<file path="config.mk">
export PLATFORM = sky130hd
export DESIGN_NAME = av1_temporal_unit_splitter
export DESIGN_NICKNAME = d
export VERILOG_FILES = /design/src/hdl/av1tus_pkg.sv /design/src/hdl/av1tus_parser.sv /design/src/hdl/av1tus_out_stage.sv /design/src/hdl/av1_temporal_unit_splitter.sv
export SDC_FILE = /design/constraint.sdc
export NUM_CORES = 1
export LEC_CHECK = 0
export ABC_AREA = 1
export ABC_CLOCK_PERIOD_IN_PS = 3140
export BUFFER_PORTS_ARGS = -buffer_cell sky130_fd_sc_hd__buf_2
export CORE_ASPECT_RATIO = 1.2
export CORE_MARGIN = 2
export CORE_UTILIZATION = 45
export CTS_CLUSTER_DIAMETER = 50
export CTS_CLUSTER_SIZE = 40
export DETAILED_ROUTE_END_ITERATION = 6
export SLEW_MARGIN = 20
export SYNTH_ARGS = -nofsm -noshare
export SYNTH_HDL_FRONTEND = slang
export SYNTH_SLANG_ARGS = --single-unit
</file>
<file path="constraint.sdc">
create_clock -name i_clk -period 3.14 [get_ports i_clk]
set_input_delay 0.942 -clock i_clk [delete_from_list [all_inputs] [get_ports i_clk]]
set_output_delay 0.942 -clock i_clk [all_outputs]
set_load 0.005 [all_outputs]
</file>
<file path="src/hdl/av1tus_pkg.sv">
// Shared types and constants for the AV1 temporal unit splitter.
// No dependencies.
package av1tus_pkg;

    localparam logic [3:0] OBU_TYPE_TD            = 4'd2;  // temporal delimiter OBU type
    localparam int         LEB_BITS               = 7;   // payload bits per LEB128 byte
    localparam int         COUNT_OUT_W            = 32;  // unit_count field width

    typedef enum logic [2:0] {
        PH_HEADER  = 3'd0,
        PH_EXT     = 3'd1,
        PH_SIZE    = 3'd2,
        PH_PAYLOAD = 3'd3,
        PH_HALTED  = 3'd4
    } t_phase;

    typedef struct packed {
        logic                   unit_start;
        logic                   header_byte;
        logic [3:0]             obu_type;
        logic                   halted;
        logic                   truncated;
        logic [COUNT_OUT_W-1:0] unit_count;
    } t_result;

endpackage

</file>
<file path="src/hdl/av1tus_parser.sv">
// OBU header walker: parser state registers and the per-byte result logic.
// Depends on av1tus_pkg.
module av1tus_parser #(
    parameter int MAX_SIZE_BYTES   = 8,
    parameter int UNIT_COUNT_WIDTH = 32
) (
    input  logic                i_clk,
    input  logic                i_rst_n,
    input  logic                i_advance,
    input  logic [7:0]          i_data_byte,
    input  logic                i_last_byte,
    output av1tus_pkg::t_result o_result
);
    import av1tus_pkg::*;

    localparam int ACC_W = LEB_BITS * MAX_SIZE_BYTES;
    localparam int IDX_W = (MAX_SIZE_BYTES > 1) ? $clog2(MAX_SIZE_BYTES) : 1;
    localparam logic [IDX_W-1:0] IDX_LAST = IDX_W'(MAX_SIZE_BYTES - 1);

    t_phase                      r_phase,    n_phase;
    logic [3:0]                  r_type,     n_type;
    logic [ACC_W-1:0]            r_acc,      n_acc;
    logic [IDX_W-1:0]            r_idx,      n_idx;
    logic [ACC_W-1:0]            r_rem,      n_rem;
    logic                        r_at_start;
    logic [UNIT_COUNT_WIDTH-1:0] r_count,    n_count;

    logic                   is_header;
    logic                   td_start;
    logic [ACC_W-1:0]       lane_bits;
    logic [ACC_W-1:0]       acc_step;
    logic [ACC_W-1:0]       rem_dec;
    logic [COUNT_OUT_W-1:0] count_out;

    // next state of the parser for this byte
    always_comb begin
        n_phase   = r_phase;
        n_type    = r_type;
        n_acc     = r_acc;
        n_idx     = r_idx;
        n_rem     = r_rem;
        is_header = 1'b0;
        td_start  = 1'b0;
        lane_bits = '0;
        for (int k = 0; k < MAX_SIZE_BYTES; k++) begin
            if (r_idx == IDX_W'(k)) begin
                lane_bits[k*LEB_BITS +: LEB_BITS] = i_data_byte[LEB_BITS-1:0];
            end
        end
        acc_step = r_acc | lane_bits;
        rem_dec  = r_rem - ACC_W'(r_rem != '0);

        case (r_phase)
            PH_HEADER: begin
                is_header = 1'b1;
                n_type    = i_data_byte[6:3];
                if (!i_data_byte[1]) begin
                    n_phase = PH_HALTED;
                end else begin
                    td_start = !r_at_start && (i_data_byte[6:3] == OBU_TYPE_TD);
                    n_acc    = '0;
                    n_idx    = '0;
                    n_phase  = i_data_byte[2] ? PH_EXT : PH_SIZE;
                end
            end
            PH_EXT: begin
                n_phase = PH_SIZE;
            end
            PH_SIZE: begin
                n_acc = acc_step;
                n_idx = r_idx + 1'b1;
                // size ends on a clear continuation bit or at the byte limit
                if (!i_data_byte[7] || (r_idx == IDX_LAST)) begin
                    n_rem   = acc_step;
                    n_phase = (acc_step != '0) ? PH_PAYLOAD : PH_HEADER;
                end
            end
            PH_PAYLOAD: begin
                n_rem = rem_dec;
                if (rem_dec == '0) begin
                    n_phase = PH_HEADER;
                end
            end
            default: begin
                n_phase = PH_HALTED;
            end
        endcase

        n_count = r_count;
        if ((r_at_start || td_start) && !(&r_count)) begin
            n_count = r_count + 1'b1;
        end
    end

    // result fields for this byte
    always_comb begin
        o_result.unit_start  = r_at_start || td_start;
        o_result.header_byte = is_header;
        o_result.obu_type    = n_type;
        o_result.halted      = (n_phase == PH_HALTED);
        o_result.truncated   = i_last_byte && (n_phase != PH_HEADER) && (n_phase != PH_HALTED);
        o_result.unit_count  = count_out;
    end

    if (UNIT_COUNT_WIDTH >= COUNT_OUT_W) begin : g_cnt_trunc
        assign count_out = n_count[COUNT_OUT_W-1:0];
    end else begin : g_cnt_ext
        assign count_out = {{(COUNT_OUT_W - UNIT_COUNT_WIDTH){1'b0}}, n_count};
    end

    // last byte of a stream returns the parser to its start state; count is kept
    always_ff @(posedge i_clk) begin
        if (!i_rst_n) begin
            r_phase    <= PH_HEADER;
            r_type     <= '0;
            r_acc      <= '0;
            r_idx      <= '0;
            r_rem      <= '0;
            r_at_start <= 1'b1;
            r_count    <= '0;
        end else if (i_advance) begin
            r_count    <= n_count;
            r_at_start <= i_last_byte;
            if (i_last_byte) begin
                r_phase <= PH_HEADER;
                r_type  <= '0;
                r_acc   <= '0;
                r_idx   <= '0;
                r_rem   <= '0;
            end else begin
                r_phase <= n_phase;
                r_type  <= n_type;
                r_acc   <= n_acc;
                r_idx   <= n_idx;
                r_rem   <= n_rem;
            end
        end
    end

endmodule

</file>
<file path="src/hdl/av1tus_out_stage.sv">
// Result register with stream handshake between parser and output port.
// Depends on av1tus_pkg.
module av1tus_out_stage (
    input  logic                i_clk,
    input  logic                i_rst_n,
    input  logic                i_valid,
    output logic                o_ready,
    input  av1tus_pkg::t_result i_result,
    output logic                o_valid,
    input  logic                i_ready,
    output av1tus_pkg::t_result o_result
);
    import av1tus_pkg::*;

    logic    r_valid;
    t_result r_result;

    // refill in the same cycle the held result is taken
    assign o_ready  = !r_valid || i_ready;
    assign o_valid  = r_valid;
    assign o_result = r_result;

    always_ff @(posedge i_clk) begin
        if (!i_rst_n) begin
            r_valid <= 1'b0;
        end else if (o_ready) begin
            r_valid <= i_valid;
        end
    end

    always_ff @(posedge i_clk) begin
        if (o_ready && i_valid) begin
            r_result <= i_result;
        end
    end

endmodule

</file>
<file path="src/hdl/av1_temporal_unit_splitter.sv">
// Top level of the AV1 temporal unit splitter: stream ports, parser, result register.
// Depends on av1tus_pkg, av1tus_parser and av1tus_out_stage.
//
// Takes an AV1 OBU byte stream, one byte per transaction, and returns one
// result transaction per byte. The parser reads each OBU header (type, extension
// flag, has-size flag), skips an extension byte, gathers a LEB128 size of up to
// MAX_SIZE_BYTES bytes and counts the payload down. The first byte of a stream
// opens a temporal unit, and so does any later temporal-delimiter header carrying
// a size field. A header without a size field halts parsing until the stream
// ends. The byte flagged with s_axis_tlast ends the stream: its result reports
// truncation if an OBU was still open, and the parser then starts afresh while
// the unit count is kept (only reset clears it). Throughput is one byte per clock:
// a byte is parsed in the cycle it is accepted and its result lands in a single
// output register, and s_axis_tready only drops while that register holds a
// result that the sink is not taking.
module av1_temporal_unit_splitter #(
    parameter int MAX_SIZE_BYTES   = 8,
    parameter int UNIT_COUNT_WIDTH = 32
) (
    input  logic        i_clk,
    input  logic        i_rst_n,
    // input byte stream
    input  logic        s_axis_tvalid,
    output logic        s_axis_tready,
    input  logic [7:0]  s_axis_tdata,   // [7:0] data_byte
    input  logic        s_axis_tlast,   // last_byte
    // per-byte results
    output logic        m_axis_tvalid,
    input  logic        m_axis_tready,
    output logic [39:0] m_axis_tdata,   // [0] halted, [1] truncated, [33:2] unit_count, rest 0
    output logic [5:0]  m_axis_tuser    // [0] unit_start, [1] header_byte, [5:2] obu_type
);
    import av1tus_pkg::*;

    t_result parse_res;
    t_result out_res;
    logic    in_xfer;

    assign in_xfer = s_axis_tvalid && s_axis_tready;

    av1tus_parser #(
        .MAX_SIZE_BYTES  (MAX_SIZE_BYTES),
        .UNIT_COUNT_WIDTH(UNIT_COUNT_WIDTH)
    ) u_parser (
        .i_clk      (i_clk),
        .i_rst_n    (i_rst_n),
        .i_advance  (in_xfer),
        .i_data_byte(s_axis_tdata),
        .i_last_byte(s_axis_tlast),
        .o_result   (parse_res)
    );

    av1tus_out_stage u_out (
        .i_clk   (i_clk),
        .i_rst_n (i_rst_n),
        .i_valid (s_axis_tvalid),
        .o_ready (s_axis_tready),
        .i_result(parse_res),
        .o_valid (m_axis_tvalid),
        .i_ready (m_axis_tready),
        .o_result(out_res)
    );

    assign m_axis_tdata = {6'd0, out_res.unit_count, out_res.truncated, out_res.halted};
    assign m_axis_tuser = {out_res.obu_type, out_res.header_byte, out_res.unit_start};

endmodule

</file>
==> metrics.txt, run 1 <==
max cap viols 0; WL met2 18,600 microns; Vias 11,700; endpoints failing hold 0; routability congestion estimate from global placement slightly above 1; antenna cell count 0; Synth warnings 0; clock share of power 32.1%; DRC Markers 0; Seq pwr share 41.4%; worst path arrival time 3.42 ns; Hold WS ~0.46 ns; critical path class register to register; sequential share of the synthesized area roughly two fifths; status complete, but fails checks; layout net count 1,888; reg2reg path depth 23; Core Rows 63; number of synthesized flops with an enable pin 40; leakage 6.59 nW; failing checks setup timing; Crit path required time 3.35 ns; initial antenna violation count 0; Crit. End Element register; CTS buffer count 17; Max Freq 312 MHz; worst min path class register to register; internal power 4.54 mW; maximum buffer depth of the clock tree 2; cts hold-fix bufs 0; top cells by area, synth dfxtp_1 (28%), nand2_1 (12%), edfxtp_1 (11%); drt wl/cell about 17 microns; die width approximately 150 microns; switching share of power around 32%; CTS sink cnt 196; syn_area_per_cell 6.96 sq um; Comb power frac 26.5%; Worst Hold Depth 2; most common cell in the synthesized netlist nand2_1; die height 177 microns; Clock transition at path regs 0.08 ns; CTS tree built; first-pass GRT wire length 59,500 microns; Worst setup SP type register; dpl cell area roughly 0.013 sq mm; max layer used met4; largest net degree at the start of global routing 119; M1 WL approximately 16,000 microns; Setup Skew 0.0122 ns; Die ar. 0.0263 sq mm; post-synthesis instance total between 1,500 and 2,000; Final Cell Area 0.0144 sq mm; core area 0.0247 sq mm; critical path peak fanout 2; mapped cell area 0.0112 sq mm; met3 wire len 1330 microns; dominant synthesized flop cell dfxtp_1; root buf cell clkbuf_16; P per Cell Area 467 mW/mm^2; asr flop ratio synth 0%; global-route usage over all layers 29.4%; dpl ws -0.240 ns; share of layout cells above drive strength 1 about a quarter; Tmin final about 3.2 ns; max-slew violation count 0; RSZ-0062 raised after global routing true; worst rel slew slack 28.6%; P_sw 2.18 mW; post-synth top area share 27.8%; Fill cells between 2,000 and 2,500; hpwl dp 28,300 microns; Setup-failing EPs final 1; port bufs 54; Peak supply drop 0.370 mV; FF+latch count, synth around 200; vias in the first global route 11,000; P&R area growth vs syn 28.0%; Tightest Pin Transition 1.07 ns; initial drt markers 798; Final Util about three fifths; total gr overflow 0; clk_lat worst skew roughly 0.45 ns; Post-Route WL 38,000 microns; fin worst setup slack -0.0694 ns; Avg Vias per Cell 5.29; drt first pass iters 6; Ports 61; Final period util 102%; initial core utilization 45.6%; count of different cell masters after synthesis 46; CTS H-tree lvls 4; setup TNS -0.0694 ns; synth cell count leaders nand2_1 (367), nor2_1 (194), inv_1 (192), dfxtp_1 (156), a21oi_1 (153); area leader, netlist dfxtp_1; Routed Antenna Nets 0
area by class of cell:
cell class / count / area, sq um / share of cell area, %
Clock buffer: 21 / 460 / 3.20
Clock inverter: 11 / 108 / 0.748
Inverter: 201 / 759 / 5.28
Multi-Input combinational cell: 1151 / 6130 / 42.6
Sequential cell: 196 / 4350 / 30.2
Tap cell: 325 / 407 / 2.83
Timing Repair Buffer: 299 / 2180 / 15.1
flip-flops by register name (all words and copies together), names as in the netlist:
name,cells
u_out.o_valid,1
u_parser.r_at_start,1
u_out.o_result,40
u_parser.r_acc,56
u_parser.r_count,32
u_parser.r_type,4
u_parser.r_idx,3
u_parser.r_phase,3
u_parser.r_rem,56
placed cells by master, fill, tap and decap left out, types with 43 or more instances in the layout:
| cell type | Yosys | final |
|---|---|---|
| dfxtp_1 | 156 | 137 |
| buf_4 | 6 | 236 |
| o21ai_0 | 94 | 94 |
| inv_1 | 192 | 190 |
| nand2_1 | 367 | 356 |
| o211ai_1 | 43 | 43 |
| a21oi_1 | 153 | 153 |
| buf_2 | 18 | 54 |
| nand3_1 | 63 | 61 |
| nor2_1 | 194 | 172 |
| a211oi_1 | 50 | 50 |
routing by layer:
layer  vias up  GRT usage, %
met5         -             0
met1      5480          34.9
met3        98          4.07
met2       285          50.6
met4         0          16.9
li1       5792             -
metrics by stage:
| step | power, mW | instances |
|---|---|---|
| floorplan | 3.74 | 1619 |
| global placement | 4.47 | 2142 |
| detailed placement | 4.48 | 2142 |
| CTS | 6.70 | 2199 |
| global route | 7.03 | 2204 |
| finish | 6.72 | 2204 |
cell families after synthesis:
group           count (synthesis)  share of synthesized area [%]
compound gates                361                           18.6
simple gates                  732                           29.0
flops                         196                           38.5
buf+inv                       273                           9.61
fa+ha+maj                       9                           1.00
other cells                     1                         0.0334
xor+xnor                       42                           3.27
power groups by stage:
stage	clock network (mW)	logic, mW	registers [mW]
2_1_floorplan	0	0.898	2.84
5_1_grt	2.28	1.95	2.80
3_5_place_dp	0	1.64	2.84
3_3_place_gp	0	1.63	2.84
4_1_cts	2.19	1.73	2.78
6_report	2.16	1.78	2.78
critical path, cell delays in order (launching register included):
cell	delay, ns
dfxtp_2	0.34
nor2_4	0.12
nand2_2	0.08
buf_4	0.14
buf_4	0.12
buf_4	0.12
buf_4	0.13
buf_4	0.12
buf_4	0.12
buf_4	0.12
buf_4	0.13
buf_4	0.12
buf_4	0.12
buf_4	0.12
inv_2	0.05
nand3_2	0.09
xor2_2	0.22
nand3_1	0.12
nor2_2	0.15
nand3_2	0.13
nand2_2	0.10
nand2_2	0.06
o21ai_2	0.12
inv_1	0.04
worst paths after layout:
check | from | end | slack [ns]
worst max-delay path | u_parser.r_rem[38] | u_out.o_result[32] | -0.07
worst min-delay path | u_parser.r_acc[46] | u_parser.r_acc[46] | 0.46
worst max register to register | u_parser.r_rem[38] | u_out.o_result[32] | -0.07
worst min register to register | u_parser.r_acc[46] | u_parser.r_acc[46] | 0.46
timing repair:
action / in CTS / in global routing
endpoints found under the setup margin: 3 / 3
pin swaps: 25 / 36
setup buffers: 25 / 5
gates cloned: 1 / 0
resized for setup: 43 / 42
Power figures use the tool's default switching activity.
==> run 2, diff against run 1 <==
--- a/config.mk
+++ b/config.mk
@@ -8,13 +8,17 @@
 export ABC_AREA = 1
 export ABC_CLOCK_PERIOD_IN_PS = 3140
 export BUFFER_PORTS_ARGS = -buffer_cell sky130_fd_sc_hd__buf_2
+export CELL_PAD_IN_SITES_DETAIL_PLACEMENT = 1
+export CELL_PAD_IN_SITES_GLOBAL_PLACEMENT = 1
 export CORE_ASPECT_RATIO = 1.2
 export CORE_MARGIN = 2
-export CORE_UTILIZATION = 45
+export CORE_UTILIZATION = 40
 export CTS_CLUSTER_DIAMETER = 50
 export CTS_CLUSTER_SIZE = 40
 export DETAILED_ROUTE_END_ITERATION = 6
+export PLACE_DENSITY_LB_ADDON = 0.1
 export SLEW_MARGIN = 20
 export SYNTH_ARGS = -nofsm -noshare
 export SYNTH_HDL_FRONTEND = slang
+export SYNTH_HIERARCHICAL = 1
 export SYNTH_SLANG_ARGS = --single-unit
==> metrics.txt, run 2 <==
Worst Hold Depth 2; hpwl dp 33,800 microns; initial antenna violation count 1; dpl ws -0.614 ns; Largest stage delay, worst path between 0.3 and 0.4 ns; endpoints failing hold 0; core area 0.0277 sq mm; Crit. End Element register; fin worst setup slack -0.499 ns; Tightest Pin Transition 0.665 ns; global-route usage over all layers 31.8%; crit path cell chain nor2_4 -> nand3_1 -> nor4_4 -> nand3_2 -> ha_4 -> ha_4 -> buf_4 -> nand4_1 -> nand2_1 -> nor2_1 -> nand2_2 -> nor2_4 -> nand2_2 -> nor2_4 -> nand2_1 -> nor2_1 -> nand3_2 -> nand2_2 -> nand3_2 -> o21ai_2 -> inv_1; Worst Min Path Start u_parser/r_acc[10]; Crit path required time 3.35 ns; die height 187 microns; sequential share of the synthesized area 38.6%; die width approximately 160 microns; status complete, but fails checks; top cells by area, synth dfxtp_1 (28%), nand2_1 (12%), edfxtp_1 (11%); Multi-input gate area 0.00642 sq mm; CTS H-tree lvls 4; root buf cell clkbuf_16; worst min path class register to register; worst path arrival time 3.85 ns; drt first pass iters 4; CTS sink cnt 196; post-synth top area share 27.9%; most common cell in the synthesized netlist nand2_1; leakage 6.72 nW; mapped cell area 0.0112 sq mm; Die ar. 0.0294 sq mm; R2R setup slack -0.50 ns; failing checks setup timing; post-synthesis instance total 1,634; total gr overflow 0; share of layout cells above drive strength 1 about 29%; Peak supply drop about 0.29 mV; synth cell count leaders nand2_1 (368), nor2_1 (215), inv_1 (163), dfxtp_1 (156), a21oi_1 (154); Post-Route WL 48,800 microns; routability congestion estimate from global placement 1.01; most frequent cells in the layout nand2_1 (334), buf_4 (272), nor2_1 (176); largest net degree at the start of global routing 86; initial core utilization 40.4%; worst rel slew slack around 56%; Clock transition at path regs 0.08 ns; maximum buffer depth of the clock tree 2; Routed Antenna Nets 0; Setup-failing EPs final 4; antenna cell count 0; area leader, netlist dfxtp_1; CTS buffer count 17; P per Cell Area 475 mW/mm^2; count of different cell masters after synthesis 45; Max Freq between 200 and 300 MHz; reg2reg path depth 21; Worst R2R Start u_parser/r_rem[2]; port bufs between 50 and 60; CP top delay family simple AND/OR/NAND/NOR gates; Synth warnings 6; RSZ-0062 raised after global routing true; syn_area_per_cell between 6 and 7 sq um; Vias 12,800; commonest non-fill, non-tap cell in the layout nand2_1; Worst Path Buf+Inv 2; Min-Delay Endpoint u_parser/r_acc[10]; Setup Skew around 0.016 ns; DRC Markers 0; Hold WS 0.464 ns; dominant synthesized flop cell dfxtp_1; vias in the first global route 13,200; Core Rows 67; critical path class register to register; asr flop ratio synth 0%; Crit-path slowest cell dfxtp_1; Worst setup SP type register; P&R area growth vs syn 34.9%; Ports 61; Tmin final 3.64 ns; first-pass GRT wire length 71,700 microns; CTS tree built; initial drt markers 784; max-slew violation count 0; max cap viols 0; drt wl/cell 21.0 microns; final std cells w/o fill 2,327; critical path peak fanout 4; number of synthesized flops with an enable pin 40; FF+latch count, synth 196; register area 0.00436 sq mm; Fill cells 3,556; Final Util between 50% and 60%; Final period util 116%; RR Endpoint u_out/o_result[32]; DP Cell Count 2,243; Avg Vias per Cell 5.51; layout net count 1,957; clk_lat worst skew around 0.46 ns
run 2: changes by cell type after synthesis, moves of 14 or more:
cell,before,now
nand3_1,63,100
nor2_1,194,215
o21ai_0,94,108
o21bai_1,6,39
buf_2,18,2
a211oi_1,50,4
inv_1,192,163
clkbuf_1,44,60
run 2: timing repair:
item | in CTS | in global routing
pin swaps | 38 | 53
hold buffers | 0 | 0
setup endpoints to repair | 5 | 4
resized for setup | 55 | 117
gates cloned | 1 | 0
setup buffers | 43 | 23
run 2: kinds of logic (layout without fill, tap and decap cells):
logic type / count (synthesis) / in the layout / share of synthesized area, %
and+or+nand+nor: 784 / 785 / 30.3
adders and majority gates: 9 / 9 / 1.00
AOI/OAI and AO/OA: 359 / 359 / 18.3
buffers and inverters: 245 / 553 / 8.54
other: 1 / 6 / 0.0335
DFF: 196 / 196 / 38.6
xor gates and xnor gates: 40 / 40 / 3.19
run 2: metrics by stage:
step	area (sq um)	power, mW	TNS, ns
after global placement	13600	4.58	-1.46
after detailed placement	13600	4.63	-1.73
after floorplan	11200	3.76	0
after CTS	14700	6.95	-0.494
final	15100	7.19	-1.48
after global routing	15100	7.51	-1.91
run 2: final cells by class:
class | instances | area share [%]
inverter | 170 | 4.25
sequential | 196 | 28.8
multi-input combinational | 1199 | 42.5
timing repair buffer | 351 | 17.6
clock inverter | 13 | 0.745
tap | 379 | 3.14
clock buffer | 19 | 3.00
run 2: worst register-to-register path, cell delays in order, from the launching register on:
cell and delay, ns:
dfxtp_1 0.35, nor2_4 0.13, nand3_1 0.28, nor4_4 0.34, nand3_2 0.15, ha_4 0.21
ha_4 0.19, buf_4 0.14, nand4_1 0.13, nand2_1 0.08, nor2_1 0.14, nand2_2 0.11
nor2_4 0.18, nand2_2 0.12, nor2_4 0.11, nand2_1 0.07, nor2_1 0.13, nand3_2 0.14
nand2_2 0.12, nand3_2 0.09, o21ai_2 0.14, inv_1 0.04
run 2: how the worst max path moves through the flow:
stage          depth (start not counted)          startpoint                  to
2_1_floorplan                         25  u_parser/r_rem[16]  u_out/o_result[32]
3_3_place_gp                          24  u_parser/r_rem[22]  u_out/o_result[32]
3_5_place_dp                          24  u_parser/r_rem[22]  u_out/o_result[32]
4_1_cts                               24  u_parser/r_rem[17]  u_out/o_result[32]
5_1_grt                               21   u_parser/r_rem[2]  u_out/o_result[32]
6_report                              21   u_parser/r_rem[2]  u_out/o_result[32]
run 2: per-layer routing:
layer	GRT usage (%)	up-vias	routed length (microns)
met5	0	-	13
met3	4.15	193	2210
met2	57.6	429	24800
met4	21.4	2	3950
li1	-	5974	-
met1	34.0	6231	17800
run 2: report_power, final:
group | internal [mW] | leakage [nW] | switching (mW) | total (mW)
Clock | 1.09 | 0.280 | 1.08 | 2.17
Combinational | 0.900 | 4.76 | 1.34 | 2.24
Sequential | 2.70 | 1.68 | 0.0748 | 2.77
